`config.mk`:
```
export PLATFORM = sky130hd
export DESIGN_NAME = cpu_table_insert_or_refresh
export DESIGN_NICKNAME = d
export VERILOG_FILES = /design/src/rtl/ctior_pkg.sv /design/src/rtl/ctior_cell.sv /design/src/rtl/cpu_table_insert_or_refresh.sv
export SDC_FILE = /design/constraint.sdc
export NUM_CORES = 2
export LEC_CHECK = 0
export BUFFER_PORTS_ARGS = -buffer_cell sky130_fd_sc_hd__buf_4
export CAP_MARGIN = 20
export CORE_MARGIN = 3
export CORE_UTILIZATION = 50
export DETAILED_ROUTE_END_ITERATION = 8
export PLACE_DENSITY = 0.76
export SYNTH_ARGS = -nofsm -noshare
export SYNTH_HDL_FRONTEND = slang
export SYNTH_SLANG_ARGS = --single-unit
export TNS_END_PERCENT = 20
```
`constraint.sdc`:
```
create_clock -name clock -period 40.6 [get_ports clock]
set_input_delay 6.09 -clock clock [delete_from_list [all_inputs] [get_ports clock]]
set_output_delay 6.09 -clock clock [all_outputs]
set_load 0.01 [all_outputs]
```
`src/rtl/ctior_pkg.sv`:
```
// Shared types and constants for the processor discovery table.
// Used by ctior_cell and cpu_table_insert_or_refresh; no dependencies.
package ctior_pkg;

   localparam int ID_W                = 64;
   localparam int METH_W              = 8;
   localparam int SLOT_W              = 4;
   localparam int TOTAL_W             = 5;
   localparam int DEFAULT_TABLE_DEPTH = 16;
   localparam int CSR_DATA_W          = 32;
   localparam int CSR_ADDR_W          = 3;

   // register index, taken from the word address bit of paddr
   typedef enum logic [0:0] {
      REG_UNKNOWN_METHOD = 1'b0
   } csr_reg_type;

   // lookup transaction travelling down the row of cells
   typedef struct packed {
      logic              active;
      logic              done;      // matched or appended somewhere upstream
      logic              appended;  // a new entry was written
      logic [ID_W-1:0]   key;
      logic              en;
      logic              boot;
      logic [METH_W-1:0] meth;
   } token_type;

endpackage

```
`src/rtl/ctior_cell.sv`:
```
// One table slot: holds an entry and checks the passing transaction against it.
// Depends on ctior_pkg for token_type and field widths.
module ctior_cell
   import ctior_pkg::*;
#(
   parameter int CELL_INDEX = 0,
   parameter int CNT_W      = 5
) (
   input  logic              clock,
   input  logic              reset,
   input  logic [CNT_W-1:0]  entry_count,
   input  logic [METH_W-1:0] unknown_code,
   input  token_type         tok_in,
   input  logic [CNT_W-1:0]  slot_in,
   input  logic [CNT_W-1:0]  total_in,
   output token_type         tok_out,
   output logic [CNT_W-1:0]  slot_out,
   output logic [CNT_W-1:0]  total_out
);

   localparam logic [CNT_W-1:0] IDX = CNT_W'(CELL_INDEX);

   logic [ID_W-1:0]   id_ff;
   logic              en_ff;
   logic              boot_ff;
   logic [METH_W-1:0] meth_ff;

   token_type         tok_ff, tok_in_next;
   logic [CNT_W-1:0]  slot_ff, slot_in_next;
   logic [CNT_W-1:0]  total_ff, total_in_next;

   logic occupied;
   logic hit;
   logic append;
   logic en_next;

   always_comb begin
      occupied = IDX < entry_count;
      hit      = tok_in.active && !tok_in.done && occupied && (id_ff == tok_in.key);
      append   = tok_in.active && !tok_in.done && !occupied && (IDX == entry_count);
      if (hit) begin
         en_next = en_ff | tok_in.en;
      end else if (append) begin
         en_next = tok_in.en;
      end else begin
         en_next = en_ff;
      end

      tok_in_next          = tok_in;
      tok_in_next.done     = tok_in.done | hit | append;
      tok_in_next.appended = tok_in.appended | append;
      slot_in_next         = (hit || append) ? IDX : slot_in;
      // count this slot after its update
      total_in_next        = total_in +
                             CNT_W'((occupied || append) && en_next);
   end

   always_ff @(posedge clock) begin
      if (reset) begin
         tok_ff.active <= 1'b0;
      end else begin
         tok_ff   <= tok_in_next;
         slot_ff  <= slot_in_next;
         total_ff <= total_in_next;
      end
   end

   // entry storage, written only by the transaction that hits or fills it
   always_ff @(posedge clock) begin
      if (append) begin
         id_ff   <= tok_in.key;
         en_ff   <= tok_in.en;
         boot_ff <= tok_in.boot;
         meth_ff <= tok_in.meth;
      end else if (hit) begin
         en_ff   <= en_ff | tok_in.en;
         boot_ff <= boot_ff | tok_in.boot;
         if (tok_in.meth != unknown_code) begin
            meth_ff <= tok_in.meth;
         end
      end
   end

   assign tok_out   = tok_ff;
   assign slot_out  = slot_ff;
   assign total_out = total_ff;

endmodule

```
`src/rtl/cpu_table_insert_or_refresh.sv`:
```
// Top level of the processor discovery table: handshake, CSR port and row of cells.
// Depends on ctior_pkg and ctior_cell.
//
//   channel   direction   handshake              payload
//   req_      in          req_valid/req_ready    hardware_id, is_enabled, is_boot_cpu,
//                                                start_method
//   rsp_      out         rsp_valid/rsp_ready    slot_index, table_full, enabled_total
//   csr_      in/out      APB psel/penable       unknown_method_code at byte address 0
//
// A transaction walks the row of TABLE_DEPTH cells, one cell per cycle; the row holds one
// transaction at a time. Reset empties the table at once (entry count to zero); req_ready is
// low during reset. A finished result waits in a holding register while the output
// register is stalled; a new item is taken only once that holding register has drained.
module cpu_table_insert_or_refresh
   import ctior_pkg::*;
#(
   parameter int TABLE_DEPTH = DEFAULT_TABLE_DEPTH
) (
   input  logic                  clock,
   input  logic                  reset,

   input  logic                  req_valid,
   output logic                  req_ready,
   input  logic [ID_W-1:0]       req_hardware_id,
   input  logic                  req_is_enabled,
   input  logic                  req_is_boot_cpu,
   input  logic [METH_W-1:0]     req_start_method,

   output logic                  rsp_valid,
   input  logic                  rsp_ready,
   output logic [SLOT_W-1:0]     rsp_slot_index,
   output logic                  rsp_table_full,
   output logic [TOTAL_W-1:0]    rsp_enabled_total,

   input  logic                  csr_psel,
   input  logic                  csr_penable,
   input  logic                  csr_pwrite,
   input  logic [CSR_ADDR_W-1:0] csr_paddr,
   input  logic [CSR_DATA_W-1:0] csr_pwdata,
   output logic [CSR_DATA_W-1:0] csr_prdata,
   output logic                  csr_pready
);

   localparam int CNT_W = $clog2(TABLE_DEPTH + 1);

   logic [CNT_W-1:0]  count_ff;
   logic [METH_W-1:0] unknown_ff;
   logic              busy_ff;

   logic              pend_valid_ff;
   logic [SLOT_W-1:0] pend_slot_ff;
   logic              pend_full_ff;
   logic [TOTAL_W-1:0] pend_total_ff;

   logic               rsp_valid_ff;
   logic [SLOT_W-1:0]  rsp_slot_ff;
   logic               rsp_full_ff;
   logic [TOTAL_W-1:0] rsp_total_ff;

   token_type         tok_chain   [TABLE_DEPTH+1];
   logic [CNT_W-1:0]  slot_chain  [TABLE_DEPTH+1];
   logic [CNT_W-1:0]  total_chain [TABLE_DEPTH+1];

   logic req_fire;
   logic pend_move;
   logic csr_write;
   token_type tail;

   assign req_ready = !busy_ff && !reset;
   assign req_fire  = req_valid && req_ready;
   assign pend_move = pend_valid_ff && (!rsp_valid_ff || rsp_ready);
   assign csr_write = csr_psel && csr_penable && csr_pwrite;
   assign csr_pready = 1'b1;

   always_comb begin
      tok_chain[0].active   = req_fire;
      tok_chain[0].done     = 1'b0;
      tok_chain[0].appended = 1'b0;
      tok_chain[0].key      = req_hardware_id;
      tok_chain[0].en       = req_is_enabled;
      tok_chain[0].boot     = req_is_boot_cpu;
      tok_chain[0].meth     = req_start_method;
      slot_chain[0]         = '0;
      total_chain[0]        = '0;
   end

   for (genvar i = 0; i < TABLE_DEPTH; i++) begin : g_cell
      ctior_cell #(
         .CELL_INDEX (i),
         .CNT_W      (CNT_W)
      ) u_cell (
         .clock        (clock),
         .reset        (reset),
         .entry_count  (count_ff),
         .unknown_code (unknown_ff),
         .tok_in       (tok_chain[i]),
         .slot_in      (slot_chain[i]),
         .total_in     (total_chain[i]),
         .tok_out      (tok_chain[i+1]),
         .slot_out     (slot_chain[i+1]),
         .total_out    (total_chain[i+1])
      );
   end

   assign tail = tok_chain[TABLE_DEPTH];

   always_ff @(posedge clock) begin
      if (reset) begin
         busy_ff       <= 1'b0;
         pend_valid_ff <= 1'b0;
         rsp_valid_ff  <= 1'b0;
         count_ff      <= '0;
         unknown_ff    <= '0;
      end else begin
         // hold the row until the result leaves the holding register
         if (req_fire) begin
            busy_ff <= 1'b1;
         end else if (pend_move) begin
            busy_ff <= 1'b0;
         end

         if (tail.active) begin
            pend_valid_ff <= 1'b1;
            pend_slot_ff  <= tail.done ? SLOT_W'(slot_chain[TABLE_DEPTH]) : '0;
            pend_full_ff  <= !tail.done;
            pend_total_ff <= TOTAL_W'(total_chain[TABLE_DEPTH]);
            if (tail.appended) begin
               count_ff <= count_ff + CNT_W'(1);
            end
         end else if (pend_move) begin
            pend_valid_ff <= 1'b0;
         end

         if (pend_move) begin
            rsp_valid_ff <= 1'b1;
            rsp_slot_ff  <= pend_slot_ff;
            rsp_full_ff  <= pend_full_ff;
            rsp_total_ff <= pend_total_ff;
         end else if (rsp_ready) begin
            rsp_valid_ff <= 1'b0;
         end

         if (csr_write) begin
            unique case (csr_reg_type'(csr_paddr[2]))
               REG_UNKNOWN_METHOD: unknown_ff <= csr_pwdata[METH_W-1:0];
               default: ;
            endcase
         end
      end
   end

   always_comb begin
      csr_prdata = '0;
      unique case (csr_reg_type'(csr_paddr[2]))
         REG_UNKNOWN_METHOD: csr_prdata = CSR_DATA_W'(unknown_ff);
         default: ;
      endcase
   end

   assign rsp_valid         = rsp_valid_ff;
   assign rsp_slot_index    = rsp_slot_ff;
   assign rsp_table_full    = rsp_full_ff;
   assign rsp_enabled_total = rsp_total_ff;

endmodule

```
* After elaboration in Yosys (flattened, before gate mapping) *
Cells that the tools add are included.

cells by class
  muxes and demuxes = 70
  magnitude comparators = 16
  equal/unequal tests = 31
  reductions and logical operators = 191
  bitwise logic cells = 64
  add/subtract/negate cells = 16

operators by type and width
  kind                                                       count
  == test 64 bit                                             16
  logical AND 1 bit                                          100
  adder 5 x 1 -> 5 bit                                       14
  2-to-1 mux 1 bit                                           69
  OR 1 bit                                                   62
  == test 4 x 5 -> 1 bit, first input constant               8
  less-than comparator 4 x 5 -> 1 bit, first input constant  8
  nonzero test 2 bit                                         19
  zero test 1 bit                                            35
  logical OR 1 bit                                           32
  == test 3 x 5 -> 1 bit, first input constant               4
  less-than comparator 3 x 5 -> 1 bit, first input constant  4
  == test 2 x 5 -> 1 bit, first input constant               2
  less-than comparator 1 x 5 -> 1 bit, first input constant  2
  less-than comparator 2 x 5 -> 1 bit, first input constant  2
  2-to-1 mux 8 bit                                           1
  AND reduction 2 bit                                        4
  adder 5 x 1 -> 5 bit, second input constant                1
  == test 1 x 5 -> 1 bit, first input constant               1
  zero test 5 bit                                            1
  adder 1 x 1 -> 2 bit                                       1
  inverter 1 bit                                             2

storage, ports and cells
  register bits after elaboration = 2224

* Depth between registers and ports, before layout *
  depth after elaboration = 8
  depth in mapped cells = 12
  gate-level depth less buffers = 11

* Cells and area by module *
A second synthesis with hierarchy kept.

unflattened totals
  cell total of the unflattened synthesis = 4770
  area, all modules = 90645.7 um2

by module, submodules not included
  module                           cells each  area each (um2)  instances
  ctior_cell at g_cell[3].u_cell   310         5696.7           1
  ctior_cell at g_cell[2].u_cell   307         5642.9           1
  ctior_cell at g_cell[8].u_cell   286         5625.4           1
  ctior_cell at g_cell[14].u_cell  298         5615.4           1
  ctior_cell at g_cell[1].u_cell   298         5607.9           1
  ctior_cell at g_cell[4].u_cell   286         5589.1           1
  ctior_cell at g_cell[12].u_cell  301         5586.6           1
  ctior_cell at g_cell[13].u_cell  288         5580.4           1
  ctior_cell at g_cell[11].u_cell  294         5561.6           1
  ctior_cell at g_cell[5].u_cell   288         5555.3           1
  ctior_cell at g_cell[0].u_cell   292         5547.8           1
  ctior_cell at g_cell[10].u_cell  286         5539.1           1
  ctior_cell at g_cell[7].u_cell   272         5524.0           1
  ctior_cell at g_cell[6].u_cell   277         5516.5           1
  3 more rows                      n/a         n/a              n/a

* Least setup slack after synthesis *
OpenSTA, ideal clock, no wires.

  path kind = in2reg
  from = input reset
  to = register rsp_total_ff[0], in the netlist rsp_enabled_total[0], enable pin
  cell stages on the path = 3
  buffers on the path = 1
  library setup time = 0.365 ns
  data arrival time = 30.568 ns
  setup slack = 9.667 ns
  cells stage by stage = clkbuf_1 > inv_1 > and3_1

on the way
  word-level cells in the longest chain between the ends = 2

ends and longest elaborated chain
  item                                  RTL line                            source
  start: declaration                    cpu_table_insert_or_refresh.sv:20   input logic reset,
  inverter 1 bit (no source line)       n/a
  AND reduction 2 bit (no source line)  n/a
  end signal: assignment                cpu_table_insert_or_refresh.sv:138  rsp_total_ff <= pend_total_ff;
  end: declaration                      cpu_table_insert_or_refresh.sv:58   logic [TOTAL_W-1:0] rsp_total_ff;

No other way between the ends.
A chain may end at the register's enable or synchronous reset.

* Worst setup path in the final report *
  from = input reset
  to = output req_ready

on the way
  word-level cells in the longest chain between the ends = 2

ends and longest elaborated chain
  item               RTL line                           source
  zero test 1 bit    cpu_table_insert_or_refresh.sv:69  assign req_ready = !busy_ff && !reset;
  logical AND 1 bit  cpu_table_insert_or_refresh.sv:69
  end: declaration   cpu_table_insert_or_refresh.sv:23  output logic req_ready,

No other way between the ends.

==> flow_summary_export.csv <==
group,metric,value,unit
outcome,status,"completed",
sta,rsz0062_at_grt,"false",
finish,synthToLayoutAreaGrowth,12.4,%
worst_setup_path,critPathCaptureType,"output pin",
worst_setup_path,slowest_stage,"buf_4",
power_and_ir_drop,p_leak,30.6,nW
min_path,min_path_type,"reg -> reg",
run,maxCapViolCount,0,
place,placed_cells,6621,
cts,htree_num_levels,4,
global_route,grt_overflow,0,
logic_synthesis,synth-seq-area-share,81.4,%
logic_synthesis,synthCells,4345,
detailed_routing,drt-vias-per-instance,5.37,
cts,clk_pin_slew,0.06,ns
power_and_ir_drop,vdd_ir_drop_max,0.0494,mV
sta,fin_ws,27.79,ns
finish,final_area,91600,um^2
place,portBuffers,100,
finish,fillers,11500,
detailed_routing,drtIter0Drc,3467,
floorplanning,initial_utilization,50.6,%
sta,min_period_over_period,31.5,%
place,post-place-ws,27.78,ns
finish,final_layout_size_suffix_gt1_share,9.55,%
floorplanning,core_area,161000,um^2
logic_synthesis,syn_area,81500,um^2
sta,max-slew-margin-rel,21.0,%
worst_setup_path,max_stage_delay,0.36,ns
cts,ctsResizeCount,0,
cts,cts-root-buf,"clkbuf_16",
global_route,grt_max_degree,197,
logic_synthesis,syn_avg_cell_area,18.7,um^2
sta,fmax,78.1,MHz
power_and_ir_drop,p_per_area,50.5,nW/um^2
cts,clk_latency,0.86,ns
floorplanning,fp.dieH,410,um
worst_setup_path,critPathLaunchType,"input pin",
place,post_dp_cell_area,85000,um^2
sta,setup_viol,0,
logic_synthesis,synth_ff_type,"edfxtp_1",
cts,cts_hold_buf,0,
sta,worst_pin_slew,1.18,ns
detailed_routing,wl,159000,um
detailed_routing,final_antenna_net_count,0,
sta,tns,0,ns
global_route,grt_pass1_vias,38600,
global_route,grt_usage,18.9,%
global_route,antenna_found_initial,0,
detailed_routing,dr.pass1.iters,6,
worst_setup_path,crit_required,34.51,ns
sta,fin_crit,12.81,ns
detailed_routing,routedWlPerCell,22.7,um
global_route,grt_pass1_wl,238000,um
worst_setup_path,crit_fanout,34,
logic_synthesis,synth_cell_types,63,
worst_setup_path,path_cells,"buf_4, nor2_1, buf_4",
detailed_routing,vias,37600,
sta,hold_slack,0.418,ns
logic_synthesis,yosysWarningCount,0,
floorplanning,die-area,168000,um^2
detailed_routing,drcViolationCount,0,
place,routabilityCongestion,0.880,
place,dp_hpwl,112000,um
logic_synthesis,async_flop_share,0,%
sta,hold_violations,0,
worst_setup_path,criticalPathCategory,"in -> out",
cts,clockBufferDepth,3,
sta,fin_skew,0.0711,ns
floorplanning,io_pins,161,
floorplanning,rows,147,
cts,cts_buffers,198,
floorplanning,die_x,410,um
cts,clock-sinks,2218,
sta,slew_violations,0,
finish,nets,4810,
logic_synthesis,synth_edf_count,2186,
cts,tritoncts,"done",
cts,cts_setup_buffers,0,
worst_setup_path,cp.arrival,6.72,ns
finish,final_cells,7000,
logic_synthesis,ys_ff_latch,2218,
worst_setup_path,cpMostUsedCell,"buf_4",
==> cell type report <==
cell class,instances,area (um^2),area share [%]
Sequential cell,2218,66300,72.4
Clock buffer,235,5090,5.56
Tap cell,2160,2700,2.95
Clock inverter,142,1420,1.55
Timing Repair Buffer,134,1030,1.13
Antenna cell,1,2.50,0.00273
Multi-Input combinational cell,1900,14200,15.6
Inverter,210,796,0.869
==> critical path: cells and delay by family <==
kind | cells | cell delay [ns]
buffers and inverters | 2 | 0.52
and+or+nand+nor | 1 | 0.10
==> cell families (layout without fill, tap and decap cells) <==
group / Yosys count / after routing / share of synthesized area [%]
compound gates: 243 / 243 / 2.24
xor+xnor: 838 / 838 / 9.01
fa+ha+maj: 32 / 32 / 0.492
buf+inv: 250 / 721 / 1.27
flops: 2218 / 2218 / 81.4
other cells: 2 / 26 / 0.00922
simple gates: 762 / 762 / 5.60
==> power by group <==
group | switching [mW] | internal (mW)
combinational | 0.0570 | 0.0421
sequential | 0.0788 | 2.60
clock | 0.828 | 1.02
==> flip-flops by register name (all words and copies together), names as in the netlist <==
register	flops
g_cell.u_cell.id_ff	1024
g_cell.u_cell.tok_out	1023
g_cell.u_cell.total_out	70
g_cell.u_cell.slot_out	49
g_cell.u_cell.en_ff	16
unknown_ff	8
count_ff	5
pend_total_ff	5
rsp_enabled_total	5
pend_slot_ff	4
rsp_slot_index	4
busy_ff	1
pend_full_ff	1
pend_valid_ff	1
rsp_table_full	1
rsp_valid	1
==> cell usage after synthesis (9+ instances only) <==
| cell | instances | area (um^2) |
|---|---|---|
| clkbuf_1 | 14 | 52.6 |
| edfxtp_1 | 2186 | 65600 |
| nor2b_1 | 170 | 1060 |
| or4_1 | 14 | 105 |
| a22o_1 | 14 | 123 |
| nand4_1 | 130 | 813 |
| o21ai_1 | 12 | 60.1 |
| ha_1 | 32 | 400 |
| buf_4 | 25 | 188 |
| xor2_1 | 445 | 3900 |
| a21oi_1 | 34 | 170 |
| dfxtp_1 | 32 | 641 |
| or3_1 | 9 | 56.3 |
| nor2_1 | 31 | 116 |
| nor3_1 | 17 | 85.1 |
| nand2_1 | 66 | 248 |
| nor4_1 | 139 | 870 |
| and2_1 | 15 | 93.8 |
| and3_1 | 9 | 56.3 |
| o2bb2ai_1 | 9 | 78.8 |
| a2111oi_0 | 37 | 324 |
| nand2b_1 | 78 | 488 |
| nand3b_1 | 12 | 90.1 |
| a21o_1 | 9 | 67.6 |
| o2111ai_1 | 9 | 78.8 |
| nand3_1 | 46 | 230 |
| o22ai_1 | 47 | 294 |
| o21ai_0 | 9 | 45.0 |
| o221ai_1 | 12 | 105 |
| xnor2_1 | 393 | 3440 |
| inv_1 | 199 | 747 |
==> through the flow <==
| step | total power [mW] | utilization (%) |
|---|---|---|
| after floorplan | 2.81 | - |
| after global routing | 4.76 | 56.8 |
| after detailed placement | 2.83 | 52.8 |
| after CTS | 4.65 | 56.8 |
| final | 4.62 | 56.8 |
| after global placement | 2.82 | 52.8 |
==> layout by cell type, fill, tap and decap left out, types with 17 or more instances in the layout <==
master	synthesis	routed
a2111oi_0	37	37
a21oi_1	34	34
buf_4	25	130
bufinv_16	0	17
clkbuf_1	14	37
clkbuf_16	0	198
clkinv_1	5	50
clkinv_2	0	45
conb_1	2	25
dfxtp_1	32	32
edfxtp_1	2186	2186
ha_1	32	32
inv_1	199	189
nand2_1	66	66
nand2b_1	78	78
nand3_1	46	46
nand4_1	130	130
nor2_1	31	30
nor2b_1	170	170
nor4_1	139	137
o22ai_1	47	47
xnor2_1	393	393
xor2_1	445	445
==> worst paths after layout <==
kind                                   start                                 endpoint  slack, ns  cells past startpoint
hold / removal    pend_total_ff[2]$_DFFE_PP_           rsp_enabled_total[2]$_DFFE_PP_       0.42                      0
setup reg to reg    count_ff[4]$_SDFFE_PP0P_  g_cell[8].u_cell.total_out[4]$_DFFE_PN_      36.29                     11
hold reg to reg   pend_total_ff[2]$_DFFE_PP_           rsp_enabled_total[2]$_DFFE_PP_       0.42                      0
setup / recovery                       reset                                req_ready      27.79                      3
==> per-layer routing <==
metal,wire [um],global-route usage [%],vias to the layer above,share of wire [%]
met1,58400,21.9,19000,37
met5,0,0,-,0
met3,7430,3.02,325,4.7
met4,7620,8.73,0,4.8
li1,-,-,17100,-
met2,85700,34.4,1158,54
No activity file was read; power rests on OpenSTA's default activity.
